<file path="config.mk">
export PLATFORM = sky130hd
export DESIGN_NAME = rc_channel_failsafe_mapper_flat
export DESIGN_NICKNAME = d
export VERILOG_FILES = /design/src/rtl/rcfm_pkg.sv /design/src/rtl/rcfm_if.sv /design/src/rtl/rcfm_lane.sv /design/src/rtl/rcfm_out_fifo.sv /design/src/rtl/rc_channel_failsafe_mapper.sv /design/src/flat_wrapper.sv
export SDC_FILE = /design/constraint.sdc
export NUM_CORES = 2
export LEC_CHECK = 0
export BUFFER_PORTS_ARGS = -buffer_cell sky130_fd_sc_hd__buf_2
export CORE_MARGIN = 1.5
export CORE_UTILIZATION = 25
export DETAILED_ROUTE_END_ITERATION = 8
export SLEW_MARGIN = 20
export SYNTH_ARGS = -nofsm -noshare
export SYNTH_HDL_FRONTEND = slang
export SYNTH_SLANG_ARGS = --single-unit
</file>
<file path="constraint.sdc">
create_clock -name clk_i -period 5.57 [get_ports clk_i]
set_input_delay 0.8355 -clock clk_i [delete_from_list [all_inputs] [get_ports clk_i]]
set_output_delay 0.8355 -clock clk_i [all_outputs]
set_load 0.01 [all_outputs]
</file>
<file path="src/rtl/rcfm_pkg.sv">
// ----------------------------------------------------------------------------
// rcfm_pkg: shared types and constants of the RC channel failsafe mapper
// Holds the action and register codes, field widths, scaling constants and
// the result beat type.
// ----------------------------------------------------------------------------
package rcfm_pkg;

  localparam int RAW_W   = 11;
  localparam int PULSE_W = 12;
  localparam int MS_W    = 16;
  localparam int MAP_W   = 16;
  localparam int IDX_W   = 4;
  localparam int GRP_W   = 2;
  localparam int CFG_IDX_W = 3;
  localparam int CFG_DAT_W = 16;
  localparam int RAW_PORTS = 4;

  localparam logic [RAW_W-1:0]   RAW_MIN   = 11'd172;
  localparam logic [PULSE_W-1:0] PULSE_MIN = 12'd1000;
  localparam logic [PULSE_W-1:0] PULSE_MAX = 12'd2000;

  // floor(d * 1000 / 1639) == (d * SCALE_RECIP) >> SCALE_SHIFT for d in 0..1639.
  localparam int SCALE_SHIFT = 22;
  localparam logic [SCALE_SHIFT-1:0] SCALE_RECIP = 22'd2559063;

  localparam logic [PULSE_W-1:0] RST_NEUTRAL  = 12'd1500;
  localparam logic [MS_W-1:0]    RST_TIMEOUT  = 16'd500;
  localparam logic [PULSE_W-1:0] RST_FS_THR   = 12'd1000;
  localparam logic [PULSE_W-1:0] RST_FS_AIL   = 12'd1500;
  localparam logic [PULSE_W-1:0] RST_FS_ELE   = 12'd1500;
  localparam logic [PULSE_W-1:0] RST_FS_RUD   = 12'd1500;
  localparam logic [MAP_W-1:0]   RST_FUNC_MAP = 16'h3102;

  typedef enum logic [1:0] {
    ACT_TICK  = 2'd0,
    ACT_GROUP = 2'd1,
    ACT_READ  = 2'd2,
    ACT_NOP   = 2'd3
  } action_e;

  typedef enum logic [CFG_IDX_W-1:0] {
    REG_NEUTRAL  = 3'd0,
    REG_TIMEOUT  = 3'd1,
    REG_FS_THR   = 3'd2,
    REG_FS_AIL   = 3'd3,
    REG_FS_ELE   = 3'd4,
    REG_FS_RUD   = 3'd5,
    REG_FUNC_MAP = 3'd6
  } cfg_reg_e;

  typedef struct packed {
    logic [PULSE_W-1:0] channel_pulse;
    logic               link_valid;
    logic               in_failsafe;
    logic [MS_W-1:0]    ms_since_valid;
  } out_beat_t;

endpackage

</file>
<file path="src/rtl/rcfm_if.sv">
// ----------------------------------------------------------------------------
// rcfm_if: channel interfaces of the RC channel failsafe mapper
// Item, result and configuration channels, each with valid/ready.
// ----------------------------------------------------------------------------
interface rcfm_item_if;
  logic                             valid;
  logic                             ready;
  rcfm_pkg::action_e                action;
  logic [rcfm_pkg::GRP_W-1:0]       channel_group;
  logic [rcfm_pkg::RAW_W-1:0]       raw_ch0;
  logic [rcfm_pkg::RAW_W-1:0]       raw_ch1;
  logic [rcfm_pkg::RAW_W-1:0]       raw_ch2;
  logic [rcfm_pkg::RAW_W-1:0]       raw_ch3;
  logic                             frame_failsafe;
  logic [rcfm_pkg::IDX_W-1:0]       read_index;

  modport source (output valid, action, channel_group, raw_ch0, raw_ch1, raw_ch2, raw_ch3,
                  frame_failsafe, read_index, input ready);
  modport sink   (input valid, action, channel_group, raw_ch0, raw_ch1, raw_ch2, raw_ch3,
                  frame_failsafe, read_index, output ready);
endinterface

interface rcfm_result_if;
  logic                             valid;
  logic                             ready;
  logic [rcfm_pkg::PULSE_W-1:0]     channel_pulse;
  logic                             link_valid;
  logic                             in_failsafe;
  logic [rcfm_pkg::MS_W-1:0]        ms_since_valid;

  modport source (output valid, channel_pulse, link_valid, in_failsafe, ms_since_valid,
                  input ready);
  modport sink   (input valid, channel_pulse, link_valid, in_failsafe, ms_since_valid,
                  output ready);
endinterface

interface rcfm_cfg_if;
  logic                             valid;
  logic                             ready;
  logic [rcfm_pkg::CFG_IDX_W-1:0]   index;
  logic [rcfm_pkg::CFG_DAT_W-1:0]   data;

  modport source (output valid, index, data, input ready);
  modport sink   (input valid, index, data, output ready);
endinterface

</file>
<file path="src/rtl/rcfm_lane.sv">
// ----------------------------------------------------------------------------
// rcfm_lane: one channel scaling lane
// Maps a raw SBUS value 172..1811 onto 1000..2000 us, truncating and clamped.
// ----------------------------------------------------------------------------
module rcfm_lane (
  input  logic [rcfm_pkg::RAW_W-1:0]   raw_i,
  output logic [rcfm_pkg::PULSE_W-1:0] pulse_o
);

  localparam int PROD_W = rcfm_pkg::RAW_W + rcfm_pkg::SCALE_SHIFT;

  logic [rcfm_pkg::RAW_W-1:0]   delta;
  logic [PROD_W-1:0]            prod;
  logic [rcfm_pkg::RAW_W-1:0]   quot;
  logic [rcfm_pkg::PULSE_W-1:0] sum;

  // The reciprocal product is exact up to the top of the raw range; beyond
  // it the quotient only grows, so the clamp below catches it.
  assign delta = (raw_i > rcfm_pkg::RAW_MIN) ? (raw_i - rcfm_pkg::RAW_MIN) : '0;
  assign prod  = PROD_W'(delta) * PROD_W'(rcfm_pkg::SCALE_RECIP);
  assign quot  = prod[PROD_W-1:rcfm_pkg::SCALE_SHIFT];
  assign sum   = rcfm_pkg::PULSE_W'(quot) + rcfm_pkg::PULSE_MIN;

  assign pulse_o = (sum > rcfm_pkg::PULSE_MAX) ? rcfm_pkg::PULSE_MAX : sum;

endmodule

</file>
<file path="src/rtl/rcfm_out_fifo.sv">
// ----------------------------------------------------------------------------
// rcfm_out_fifo: two-entry result buffer
// Registers result beats and keeps the item side running while the result
// side stalls, until both entries are held.
// ----------------------------------------------------------------------------
module rcfm_out_fifo (
  input  logic                  clk_i,
  input  logic                  rst_ni,
  input  logic                  push_i,
  input  rcfm_pkg::out_beat_t   push_data_i,
  output logic                  can_push_o,
  rcfm_result_if.source         result_o
);

  rcfm_pkg::out_beat_t ent_q [2];
  logic                wr_ptr_q, wr_ptr_d;
  logic                rd_ptr_q, rd_ptr_d;
  logic [1:0]          cnt_q, cnt_d;
  logic                pop;
  rcfm_pkg::out_beat_t head;

  assign pop        = result_o.valid && result_o.ready;
  assign can_push_o = (cnt_q != 2'd2);
  assign head       = ent_q[rd_ptr_q];

  assign result_o.valid          = (cnt_q != 2'd0);
  assign result_o.channel_pulse  = head.channel_pulse;
  assign result_o.link_valid     = head.link_valid;
  assign result_o.in_failsafe    = head.in_failsafe;
  assign result_o.ms_since_valid = head.ms_since_valid;

  always_comb begin
    wr_ptr_d = push_i ? ~wr_ptr_q : wr_ptr_q;
    rd_ptr_d = pop ? ~rd_ptr_q : rd_ptr_q;
    cnt_d    = cnt_q + 2'(push_i) - 2'(pop);
  end

  always_ff @(posedge clk_i or negedge rst_ni) begin
    if (!rst_ni) begin
      wr_ptr_q <= 1'b0;
      rd_ptr_q <= 1'b0;
      cnt_q    <= 2'd0;
    end else begin
      wr_ptr_q <= wr_ptr_d;
      rd_ptr_q <= rd_ptr_d;
      cnt_q    <= cnt_d;
    end
  end

  always_ff @(posedge clk_i) begin
    if (push_i) begin
      ent_q[wr_ptr_q] <= push_data_i;
    end
  end

endmodule

</file>
<file path="src/rtl/rc_channel_failsafe_mapper.sv">
// ----------------------------------------------------------------------------
// rc_channel_failsafe_mapper: SBUS channel scaling with failsafe
//
//   channel   dir  modport  beat contents
//   item_i    in   sink     action, channel_group, raw_ch0..3, frame_failsafe,
//                           read_index
//   result_o  out  source   channel_pulse, link_valid, in_failsafe,
//                           ms_since_valid
//   cfg_i     in   sink     index, data (always ready)
//
// One item is accepted per cycle while item_i.ready is high.
// Four scaling lanes (one reciprocal multiplier each) map a channel group in
// the cycle it is accepted, and a merge stage writes them into the store.
// A two-entry result buffer registers the beats and lets items flow while the
// result side stalls; item_i.ready drops only when both entries are held.
// Reset loads the register defaults and sets every stored channel to 1500.
// ----------------------------------------------------------------------------
module rc_channel_failsafe_mapper #(
  parameter int NUM_CHANNELS = 16,
  parameter int LANES        = 4
) (
  input  logic           clk_i,
  input  logic           rst_ni,
  rcfm_item_if.sink      item_i,
  rcfm_result_if.source  result_o,
  rcfm_cfg_if.sink       cfg_i
);

  localparam int NLANES = (LANES < rcfm_pkg::RAW_PORTS) ? LANES : rcfm_pkg::RAW_PORTS;
  localparam int CH_W   = $clog2(NUM_CHANNELS);
  localparam int CHN_W  = $clog2(4 * LANES);

  // Configuration registers.
  logic [rcfm_pkg::PULSE_W-1:0] neutral_q;
  logic [rcfm_pkg::MS_W-1:0]    timeout_q;
  logic [rcfm_pkg::PULSE_W-1:0] fs_thr_q;
  logic [rcfm_pkg::PULSE_W-1:0] fs_ail_q;
  logic [rcfm_pkg::PULSE_W-1:0] fs_ele_q;
  logic [rcfm_pkg::PULSE_W-1:0] fs_rud_q;
  logic [rcfm_pkg::MAP_W-1:0]   fmap_q;

  // Link state and channel store.
  logic [rcfm_pkg::PULSE_W-1:0] store_q [NUM_CHANNELS];
  logic [rcfm_pkg::PULSE_W-1:0] store_d [NUM_CHANNELS];
  logic                         link_q, link_d;
  logic                         fs_q, fs_d;
  logic [rcfm_pkg::MS_W-1:0]    sc_q, sc_d;

  logic                         acc;
  logic                         can_push;
  logic [rcfm_pkg::RAW_W-1:0]   raw [rcfm_pkg::RAW_PORTS];
  logic [rcfm_pkg::PULSE_W-1:0] lane_pulse [NLANES];
  logic [CHN_W-1:0]             lane_ch [NLANES];
  logic [rcfm_pkg::PULSE_W-1:0] read_pulse;
  logic [rcfm_pkg::PULSE_W-1:0] pulse;
  rcfm_pkg::out_beat_t          beat;

  assign acc          = item_i.valid && item_i.ready;
  assign item_i.ready = can_push;
  assign cfg_i.ready  = 1'b1;

  assign raw[0] = item_i.raw_ch0;
  assign raw[1] = item_i.raw_ch1;
  assign raw[2] = item_i.raw_ch2;
  assign raw[3] = item_i.raw_ch3;

  for (genvar k = 0; k < NLANES; k++) begin : g_lane
    rcfm_lane u_lane (
      .raw_i   (raw[k]),
      .pulse_o (lane_pulse[k])
    );
    assign lane_ch[k] = CHN_W'(item_i.channel_group) * CHN_W'(LANES) + CHN_W'(k);
  end

  // Read path: failsafe substitution takes priority throttle, roll, pitch, yaw.
  always_comb begin
    if (fs_q) begin
      if (item_i.read_index == fmap_q[3:0]) begin
        read_pulse = fs_thr_q;
      end else if (item_i.read_index == fmap_q[7:4]) begin
        read_pulse = fs_ail_q;
      end else if (item_i.read_index == fmap_q[11:8]) begin
        read_pulse = fs_ele_q;
      end else if (item_i.read_index == fmap_q[15:12]) begin
        read_pulse = fs_rud_q;
      end else begin
        read_pulse = neutral_q;
      end
    end else if (int'(item_i.read_index) < NUM_CHANNELS) begin
      read_pulse = store_q[item_i.read_index[CH_W-1:0]];
    end else begin
      read_pulse = neutral_q;
    end
  end

  // Merge stage and link state update.
  always_comb begin
    sc_d    = sc_q;
    fs_d    = fs_q;
    link_d  = link_q;
    pulse   = '0;
    store_d = store_q;
    if (acc) begin
      case (item_i.action)
        rcfm_pkg::ACT_TICK: begin
          if (sc_q != '1) begin
            sc_d = sc_q + rcfm_pkg::MS_W'(1);
          end
          if (sc_d > timeout_q) begin
            fs_d   = 1'b1;
            link_d = 1'b0;
          end
        end
        rcfm_pkg::ACT_GROUP: begin
          if (item_i.frame_failsafe) begin
            fs_d   = 1'b1;
            link_d = 1'b0;
          end else begin
            for (int i = 0; i < NUM_CHANNELS; i++) begin
              for (int k = 0; k < NLANES; k++) begin
                if (int'(lane_ch[k]) == i) begin
                  store_d[i] = lane_pulse[k];
                end
              end
            end
            link_d = 1'b1;
            fs_d   = 1'b0;
            sc_d   = '0;
          end
        end
        rcfm_pkg::ACT_READ: begin
          pulse = read_pulse;
        end
        default: begin
        end
      endcase
    end
  end

  assign beat.channel_pulse  = pulse;
  assign beat.link_valid     = link_d && !fs_d;
  assign beat.in_failsafe    = fs_d;
  assign beat.ms_since_valid = sc_d;

  always_ff @(posedge clk_i or negedge rst_ni) begin
    if (!rst_ni) begin
      link_q <= 1'b0;
      fs_q   <= 1'b0;
      sc_q   <= '0;
      for (int i = 0; i < NUM_CHANNELS; i++) begin
        store_q[i] <= rcfm_pkg::RST_NEUTRAL;
      end
    end else begin
      link_q  <= link_d;
      fs_q    <= fs_d;
      sc_q    <= sc_d;
      store_q <= store_d;
    end
  end

  always_ff @(posedge clk_i or negedge rst_ni) begin
    if (!rst_ni) begin
      neutral_q <= rcfm_pkg::RST_NEUTRAL;
      timeout_q <= rcfm_pkg::RST_TIMEOUT;
      fs_thr_q  <= rcfm_pkg::RST_FS_THR;
      fs_ail_q  <= rcfm_pkg::RST_FS_AIL;
      fs_ele_q  <= rcfm_pkg::RST_FS_ELE;
      fs_rud_q  <= rcfm_pkg::RST_FS_RUD;
      fmap_q    <= rcfm_pkg::RST_FUNC_MAP;
    end else if (cfg_i.valid && cfg_i.ready) begin
      case (rcfm_pkg::cfg_reg_e'(cfg_i.index))
        rcfm_pkg::REG_NEUTRAL:  neutral_q <= cfg_i.data[rcfm_pkg::PULSE_W-1:0];
        rcfm_pkg::REG_TIMEOUT:  timeout_q <= cfg_i.data[rcfm_pkg::MS_W-1:0];
        rcfm_pkg::REG_FS_THR:   fs_thr_q  <= cfg_i.data[rcfm_pkg::PULSE_W-1:0];
        rcfm_pkg::REG_FS_AIL:   fs_ail_q  <= cfg_i.data[rcfm_pkg::PULSE_W-1:0];
        rcfm_pkg::REG_FS_ELE:   fs_ele_q  <= cfg_i.data[rcfm_pkg::PULSE_W-1:0];
        rcfm_pkg::REG_FS_RUD:   fs_rud_q  <= cfg_i.data[rcfm_pkg::PULSE_W-1:0];
        rcfm_pkg::REG_FUNC_MAP: fmap_q    <= cfg_i.data[rcfm_pkg::MAP_W-1:0];
        default: begin
        end
      endcase
    end
  end

  rcfm_out_fifo u_out_fifo (
    .clk_i       (clk_i),
    .rst_ni      (rst_ni),
    .push_i      (acc),
    .push_data_i (beat),
    .can_push_o  (can_push),
    .result_o    (result_o)
  );

`ifndef SYNTHESIS
  // Failsafe always drops the link.
  assert property (@(posedge clk_i) disable iff (!rst_ni) fs_q |-> !link_q)
    else $error("link marked valid while in failsafe");

  // A good frame group restarts the silence counter and leaves failsafe.
  assert property (@(posedge clk_i) disable iff (!rst_ni)
    acc && item_i.action == rcfm_pkg::ACT_GROUP && !item_i.frame_failsafe
    |=> sc_q == '0 && !fs_q && link_q)
    else $error("good group did not restore the link");

  // The silence counter saturates on ticks.
  assert property (@(posedge clk_i) disable iff (!rst_ni)
    acc && item_i.action == rcfm_pkg::ACT_TICK && sc_q == '1 |=> sc_q == '1)
    else $error("silence counter wrapped");

  // Only a tick or a group moves the link state.
  assert property (@(posedge clk_i) disable iff (!rst_ni)
    !acc || item_i.action == rcfm_pkg::ACT_READ || item_i.action == rcfm_pkg::ACT_NOP
    |=> $stable(fs_q) && $stable(link_q) && $stable(sc_q))
    else $error("link state changed without a tick or group");
`endif

endmodule

</file>
<file path="src/flat_wrapper.sv">
// flat-port wrapper written by rule: the top's interface ports become plain ports
module rc_channel_failsafe_mapper_flat 
#(
  parameter int NUM_CHANNELS = 16,
  parameter int LANES        = 4
)
  (clk_i, rst_ni, item_i_valid, item_i_action, item_i_channel_group, item_i_raw_ch0, item_i_raw_ch1, item_i_raw_ch2, item_i_raw_ch3, item_i_frame_failsafe, item_i_read_index, item_i_ready, result_o_valid, result_o_channel_pulse, result_o_link_valid, result_o_in_failsafe, result_o_ms_since_valid, result_o_ready, cfg_i_valid, cfg_i_index, cfg_i_data, cfg_i_ready);
  rcfm_item_if item_i_i ();
  rcfm_result_if result_o_i ();
  rcfm_cfg_if cfg_i_i ();
  input  logic clk_i;
  input  logic rst_ni;
  input wire logic [$bits(item_i_i.valid)-1:0] item_i_valid;
  input wire logic [$bits(item_i_i.action)-1:0] item_i_action;
  input wire logic [$bits(item_i_i.channel_group)-1:0] item_i_channel_group;
  input wire logic [$bits(item_i_i.raw_ch0)-1:0] item_i_raw_ch0;
  input wire logic [$bits(item_i_i.raw_ch1)-1:0] item_i_raw_ch1;
  input wire logic [$bits(item_i_i.raw_ch2)-1:0] item_i_raw_ch2;
  input wire logic [$bits(item_i_i.raw_ch3)-1:0] item_i_raw_ch3;
  input wire logic [$bits(item_i_i.frame_failsafe)-1:0] item_i_frame_failsafe;
  input wire logic [$bits(item_i_i.read_index)-1:0] item_i_read_index;
  output wire logic [$bits(item_i_i.ready)-1:0] item_i_ready;
  output wire logic [$bits(result_o_i.valid)-1:0] result_o_valid;
  output wire logic [$bits(result_o_i.channel_pulse)-1:0] result_o_channel_pulse;
  output wire logic [$bits(result_o_i.link_valid)-1:0] result_o_link_valid;
  output wire logic [$bits(result_o_i.in_failsafe)-1:0] result_o_in_failsafe;
  output wire logic [$bits(result_o_i.ms_since_valid)-1:0] result_o_ms_since_valid;
  input wire logic [$bits(result_o_i.ready)-1:0] result_o_ready;
  input wire logic [$bits(cfg_i_i.valid)-1:0] cfg_i_valid;
  input wire logic [$bits(cfg_i_i.index)-1:0] cfg_i_index;
  input wire logic [$bits(cfg_i_i.data)-1:0] cfg_i_data;
  output wire logic [$bits(cfg_i_i.ready)-1:0] cfg_i_ready;
  assign item_i_i.valid = item_i_valid;
  assign item_i_i.action = item_i_action;
  assign item_i_i.channel_group = item_i_channel_group;
  assign item_i_i.raw_ch0 = item_i_raw_ch0;
  assign item_i_i.raw_ch1 = item_i_raw_ch1;
  assign item_i_i.raw_ch2 = item_i_raw_ch2;
  assign item_i_i.raw_ch3 = item_i_raw_ch3;
  assign item_i_i.frame_failsafe = item_i_frame_failsafe;
  assign item_i_i.read_index = item_i_read_index;
  assign item_i_ready = item_i_i.ready;
  assign result_o_valid = result_o_i.valid;
  assign result_o_channel_pulse = result_o_i.channel_pulse;
  assign result_o_link_valid = result_o_i.link_valid;
  assign result_o_in_failsafe = result_o_i.in_failsafe;
  assign result_o_ms_since_valid = result_o_i.ms_since_valid;
  assign result_o_i.ready = result_o_ready;
  assign cfg_i_i.valid = cfg_i_valid;
  assign cfg_i_i.index = cfg_i_index;
  assign cfg_i_i.data = cfg_i_data;
  assign cfg_i_ready = cfg_i_i.ready;
  rc_channel_failsafe_mapper #(.NUM_CHANNELS(NUM_CHANNELS), .LANES(LANES)) u_core (.clk_i(clk_i), .rst_ni(rst_ni), .item_i(item_i_i), .result_o(result_o_i), .cfg_i(cfg_i_i));
endmodule
</file>
* Yosys cells after proc, flatten, opt, wreduce, memory -nomap -nowiden *
Memory sizes are Yosys's and may differ from the RTL's.
Index checks and enable logic that the tools add are counted.

operators by class
  reduce and logical (&&, ||, !) cells = 50
  bitwise logic cells = 4
  order comparisons = 10
  equality and inequality tests = 62
  muxes and demuxes = 86
  $mul = 4
  add/subtract/negate cells = 14

operators with widths
  kind                                                                     count
  12-bit two-way mux                                                       65
  11-bit by 22-bit multiplier with 33-bit output (second input constant)   4
  4-bit equality test (second input constant)                              24
  16-bit two-way mux                                                       5
  4-bit AND reduction                                                      16
  11-bit by 10-bit adder with 12-bit output (second input constant)        4
  12-bit binary-select mux with 4-bit select                               1
  4-bit by 3-bit equality test with 1-bit output (second input constant)   12
  12-bit by 11-bit > comparator with 1-bit output (second input constant)  4
  11-bit by 8-bit > comparator with 1-bit output (second input constant)   4
  11-bit two-way mux                                                       4
  11-bit by 8-bit subtractor with 11-bit output (second input constant)    4
  3-bit nonzero test                                                       12
  16-bit case mux with 2 select lines                                      1
  4-bit by 2-bit equality test with 1-bit output (second input constant)   6
  16-bit by 1-bit adder with 16-bit output (second input constant)         1
  4-bit equality test                                                      4
  16-bit > comparator                                                      1
  4-bit logical NOT                                                        4
  16-bit inequality test (second input constant)                           1
  4-bit nonzero test                                                       4
  2-bit AND reduction                                                      7
  4-bit by 1-bit equality test with 1-bit output (second input constant)   3
  3-bit equality test (second input constant)                              3
  19 further kinds                                                         36

storage, ports and cells
  output and inout bits = 33
  logic and storage cells = 260
  bits of input ports = 77
  bits in registers = 306
  memories = 1
  RAM bits = 60

memories
  name                     words  bits a word  read ports  clocked after Yosys merged registers in  write ports  line                 source
  u_core.u_out_fifo.ent_q  2      30           1           0                                        1            rcfm_out_fifo.sv:15  rcfm_pkg::out_beat_t ent_q [2];

* Logic depth before layout (Yosys ltp) *
  depth after elaboration = 10
  depth in mapped cells = 34
  gate-level depth less buffers = 33

* Hierarchy *
From an unflattened synthesis, not the netlist that was laid out.

second synthesis, totals
  cell total of the unflattened synthesis = 3,239
  area total of the unflattened synthesis = 34,850.9 µm²

by module, submodules not included
  module                                area an instance (µm²)  cells an instance  instances  sequential area each (µm²)
  rc_channel_failsafe_mapper            14,731.6                1,062              1          7,752.4
  rcfm_lane at u_core.g_lane[0].u_lane  4,590.7                 541                1          0.0
  rcfm_lane at u_core.g_lane[1].u_lane  4,475.5                 526                1          0.0
  rcfm_lane at u_core.g_lane[3].u_lane  4,393.0                 501                1          0.0
  rcfm_lane at u_core.g_lane[2].u_lane  4,289.1                 499                1          0.0
  rcfm_out_fifo                         2,371.0                 110                1          1,901.8

* Worst setup path before layout *
No wires, ideal clock.

  path kind = input-to-reg
  from = in item_i_raw_ch2[2]
  to = reg u_core.store_q[109] (netlist bit)
  required time = 5.427 ns
  setup time = 0.143 ns
  stages = 29
  buffers on the path = 1
  setup slack = -2.341 ns
  data arrival time = 7.769 ns
  path through = a21oi_1 inv_1 a21oi_1 nor2b_1 a2111oi_0 nor2_1 fa_1 inv_1 fa_1 inv_1 fa_1 fa_1 fa_1 ha_1 a21oi_1 nor2_1 o2111a_2 o31a_1 or3_2 nor2b_1 ha_1 buf_1 inv_1 and4_1 a32oi_1 a31oi_2 o21ai_2 a211oi_2 a211oi_1

between the ends
  word-level cells in the longest chain between the ends = 8
  elaborated cells between the ends (all ways) = 9
  those cells by class = add/sub (2); mul (1); order compare (2); mux (4)

RTL lines
  element                                                                                                                 line                               source
  from (decl)                                                                                                             flat_wrapper.sv:18                 input wire logic [$bits(item_i_i.raw_ch2)-1:0] item_i_raw_ch2;
  11-bit by 8-bit subtractor with 11-bit output / 11-bit by 8-bit > comparator with 1-bit output (equally long branches)  rcfm_lane.sv:19                    assign delta = (raw_i > rcfm_pkg::RAW_MIN) ? (raw_i - rcfm_pkg::RAW_MIN) : '0;
  11-bit two-way mux (*)                                                                                                  rcfm_lane.sv:19
  11-bit by 22-bit multiplier with 33-bit output (*)                                                                      rcfm_lane.sv:20                    assign prod = PROD_W'(delta) * PROD_W'(rcfm_pkg::SCALE_RECIP);
  11-bit by 10-bit adder with 12-bit output (*)                                                                           rcfm_lane.sv:22                    assign sum = rcfm_pkg::PULSE_W'(quot) + rcfm_pkg::PULSE_MIN;
  12-bit by 11-bit > comparator with 1-bit output                                                                         rcfm_lane.sv:24                    assign pulse_o = (sum > rcfm_pkg::PULSE_MAX) ? rcfm_pkg::PULSE_MAX : sum;
  12-bit two-way mux (*)                                                                                                  rcfm_lane.sv:24
  12-bit two-way mux (*) (2 in series)                                                                                    rc_channel_failsafe_mapper.sv:121  if (int'(lane_ch[k]) == i) begin
  to (signal, indexed assignment)                                                                                         rc_channel_failsafe_mapper.sv:151  store_q[i] <= rcfm_pkg::RST_NEUTRAL;
  to (signal assigned)                                                                                                    rc_channel_failsafe_mapper.sv:157  store_q <= store_d;
  to (decl)                                                                                                               rc_channel_failsafe_mapper.sv:43   logic [rcfm_pkg::PULSE_W-1:0] store_q [NUM_CHANNELS];

Mark *: on every way between the ends. The rest lies on a longest branch, timed or not.
A chain may end at the register's enable or synchronous reset.

* Worst setup path after layout *
  from = in item_i_raw_ch1[2]
  to = reg u_core.store_q[169] (netlist bit)

between the ends
  word-level cells in the longest chain between the ends = 9
  elaborated cells between the ends (all ways) = 10
  those cells by class = add/sub (2); mul (1); order compare (2); mux (5)

RTL lines
  element                                                                                                                 line                               source
  from (decl)                                                                                                             flat_wrapper.sv:17                 input wire logic [$bits(item_i_i.raw_ch1)-1:0] item_i_raw_ch1;
  11-bit by 8-bit subtractor with 11-bit output / 11-bit by 8-bit > comparator with 1-bit output (equally long branches)  rcfm_lane.sv:19
  11-bit two-way mux (*)                                                                                                  rcfm_lane.sv:19
  11-bit by 22-bit multiplier with 33-bit output (*)                                                                      rcfm_lane.sv:20
  11-bit by 10-bit adder with 12-bit output (*)                                                                           rcfm_lane.sv:22
  12-bit by 11-bit > comparator with 1-bit output                                                                         rcfm_lane.sv:24
  12-bit two-way mux (*)                                                                                                  rcfm_lane.sv:24
  12-bit two-way mux (*) (3 in series)                                                                                    rc_channel_failsafe_mapper.sv:121

Mark *: on every way between the ends. The rest lies on a longest branch, timed or not. The select of a mux whose other input is x is not followed.

==> results.py <==
metrics = {
    "global_routing": {
        "grt_pass1_vias": 28350,
        "grt_overflow": 0,
        "antenna_found_initial": 3,
        "busiest_layer": "met2",
        "grt_max_degree": 116,
        "met1_usage_pct": 17.40,
        "grt_pass1_wl_um": 149000,
        "met3_usage_pct": 1.580,
        "track_usage_pct": 13.32,
        "grt_util_met2_pct": 23.37,
    },
    "setup_path": {
        "cp-startpoint": "item_i_raw_ch1[2]",
        "start_kind": "primary input",
        "cp-end-kind": "flop",
        "reg2regPathDepth": 20,
        "r2r_end": "u_core.u_out_fifo.ent_q[0][16]",
        "r2r_start": "u_core.sc_q[0]",
        "crit_end": "u_core.store_q[169]",
        "required_ps": 6000,
        "cp_data_arrival_time_ps": 7670,
        "criticalPathCategory": "in -> reg",
        "reg2reg_slack_ps": 1220,
        "path_max_fanout": 8,
    },
    "floorplanning": {
        "num_rows": 134,
        "die_h_um": 370.6,
        "start_util_pct": 25.25,
        "coreArea_um2": 133800,
        "io_pins": 110,
        "die_w_um": 370.6,
        "dieArea_um2": 137400,
    },
    "timing": {
        "fin_skew_ps": 23.26,
        "hold_ws_ps": 342.3,
        "rsz0062_at_grt": "yes",
        "fin_setup_tns_ps": -206990,
        "final.setup.worst_slack_ps": -1671,
        "fmax_mhz": 138.1,
        "worst_pin_slew_ps": 1020,
        "fin_crit_ps": 7241,
        "slew_headroom_pct": 31.71,
        "slew_violations": 0,
        "period_share_pct": 130.0,
        "finalHoldViolCount": 0,
        "finalSetupViolations": 176,
    },
    "clocking": {
        "clk_latency_ps": 540,
        "clockBufferDepth": 3,
        "ctsHoldBuffers": 0,
        "cts_root_buf": "clkbuf_16",
        "cts_sinks": 366,
        "cts-htree-levels": 2,
        "cts_tree": "yes",
        "numCtsBuffers": 38,
        "clkSlewWorstSetupHoldPaths_ps": 60,
    },
    "cells_and_area": {
        "post-route-util_pct": 34.58,
        "nNetsFinal": 4831,
        "final_cell_area_um2": 46270,
        "drive_gt1_share_pct": 42.01,
        "final_common_cell": "buf_4",
        "layout_common_cells": "buf_4, inv_1, ha_1",
        "syn_to_final_growth_pct": 36.94,
    },
    "yosys": {
        "synthDistinctLibCells": 97,
        "synth-edff-count": 60,
        "ys_ff_latch": 366,
        "synth_top_family_by_area": "adder cells",
        "ys.flop_type": "dfstp_2",
        "syn_avg_cell_area_um2": 10.23,
        "synth_nets": 4066,
        "yosys.area_share.adder_pct": 30.28,
        "synthesis.area_um2": 33790,
        "synth_xor_xnor_area_share_pct": 2.692,
        "synth.area.mux_share_pct": 9.584,
        "synth_compound_area_share_pct": 11.59,
        "synth_cells": 3304,
        "yosys.area_share.simple_pct": 10.81,
        "yosysSeqAreaShare_pct": 28.57,
        "synth_async_sr_flop_share_pct": 83.61,
        "yosys_warnings": 0,
    },
    "place": {
        "placed_cell_area_um2": 42050,
        "gp_congestion": 0.8891,
        "io_buffer_count": 108,
        "dp_hpwl_um": 73130,
    },
    "drt": {
        "drt_pre_antenna_iters": 6,
        "vias": 27001,
        "drc_errors": 0,
        "postRouteAntennaNets": 0,
        "wl_per_cell_um": 15.86,
        "via_per_inst": 4.601,
        "drt-total-wl_um": 93110,
        "first_iter_violations": 1354,
    },
    "run_status": {
        "outcome": "complete, but fails checks",
        "violations": "setup timing",
    },
    "min_path": {
        "hp-class": "in -> async",
    },
    "job": {
        "cap_violations": 0,
    },
}
worst min path at each step:
stage                              startpoint                          to  slack, ps  cells past startpoint
after floorplan            u_core.store_q[21]          u_core.store_q[21]        430                      2
after global routing                   rst_ni  u_core.u_out_fifo.cnt_q[1]        420                      1
after global placement     u_core.store_q[46]          u_core.store_q[46]        450                      2
after CTS                              rst_ni  u_core.u_out_fifo.cnt_q[1]        400                      1
after detailed placement  u_core.store_q[114]         u_core.store_q[114]        450                      2
final                                  rst_ni  u_core.u_out_fifo.cnt_q[1]        340                      1
logic make-up (layout without fill, tap and decap cells):
logic type | count (synthesis) | count (layout)
AND/OR/NAND/NOR | 751 | 751
flip-flops | 366 | 366
adder cells (fa/ha/maj) | 685 | 685
AO/OA/AOI/OAI | 590 | 590
XOR/XNOR | 103 | 103
multiplexers | 232 | 232
other | 1 | 3
buffers and inverters | 576 | 1371
cell type report:
cell class | instances | area [um^2]
timing repair buffer | 837 | 6437
clock inverter | 13 | 156.4
clock buffer | 57 | 1097
antenna | 2 | 5.005
inverter | 464 | 1748
sequential | 366 | 9654
tap | 1768 | 2212
fill | 13345 | 87530
multi-input combinational | 2362 | 24960
metal layers:
metal	up-vias	wire length, um
met5	-	11
met4	2	1971
met3	101	3405
met2	412	46340
met1	13435	41380
li1	13051	-
critical path, stage by stage:
cell	delay, ps
buf_8	90
ha_4	140
nand4bb_1	140
o31a_1	310
or4_1	420
buf_6	170
nand2_8	70
clkinvlp_4	130
ha_4	300
ha_4	120
inv_2	30
fa_1	490
fa_2	590
inv_2	40
fa_1	580
ha_4	220
buf_4	140
and3_4	170
and4_4	190
o41ai_4	380
buf_4	180
a21oi_2	50
or3_1	380
xor2_2	170
xor2_1	180
or4b_4	660
clkbuf_16	210
a32o_1	250
registers in the layout (all words and copies together), names as in the netlist:
name                        cells
u_core.fs_ail_q                12
u_core.fmap_q                  16
u_core.u_out_fifo.rd_ptr_q      1
u_core.u_out_fifo.wr_ptr_q      1
u_core.store_q                192
u_core.fs_rud_q                12
u_core.u_out_fifo.cnt_q         2
u_core.link_q                   1
u_core.neutral_q               12
u_core.fs_ele_q                12
u_core.fs_q                     1
u_core.u_out_fifo.ent_q        60
u_core.sc_q                    16
u_core.fs_thr_q                12
u_core.timeout_q               16
synthesized netlist by cell type (7+ instances only):
cell	n	area, um^2
nor2_1	184	690.7
and4_1	9	78.83
o31ai_1	19	142.6
o21ai_1	12	60.06
dfstp_2	156	4099
mux2_2	132	1486
fa_1	221	4424
ha_1	464	5806
xor2_1	35	306.5
and3_1	20	125.1
o21a_1	28	210.2
nand4b_1	9	78.83
nand4_1	29	181.4
o2111ai_1	12	105.1
nand3_1	45	225.2
a32o_1	22	220.2
nor2b_1	20	125.1
a31oi_1	41	256.5
nand2_1	245	919.6
nand2b_1	20	125.1
xnor2_1	67	586.8
nor4_1	14	87.58
nand3b_1	7	52.55
o211ai_1	19	142.6
a211oi_1	28	210.2
or2_2	14	87.58
dfrtp_1	150	3754
buf_1	15	56.30
edfxtp_1	60	1802
or3_1	17	106.4
mux4_2	60	1351
a21o_1	32	240.2
clkbuf_1	89	334.1
a22o_1	13	113.9
mux2i_1	40	400.4
o21ai_0	157	785.8
a21oi_1	125	625.6
inv_1	464	1742
and2_1	43	269.0
nor3_1	44	220.2
what timing repair did:
action | 4_1_cts | 5_1_grt
resized for setup | 219 | 247
gates cloned | 2 | 2
pin swaps | 71 | 138
setup buffers | 60 | 40
setup endpoints to repair | 176 | 176
metrics by stage:
stage / std cells / worst slack [ps]
global route: 5868 / -1863
CTS: 5837 / -1507
finish: 5869 / -1671
detailed placement: 5709 / -2287
floorplan: 3304 / -1692
global placement: 5709 / -2186
Power is not shown: default switching activity piles up to over one toggle a cycle in this logic, so the estimate is an artifact.
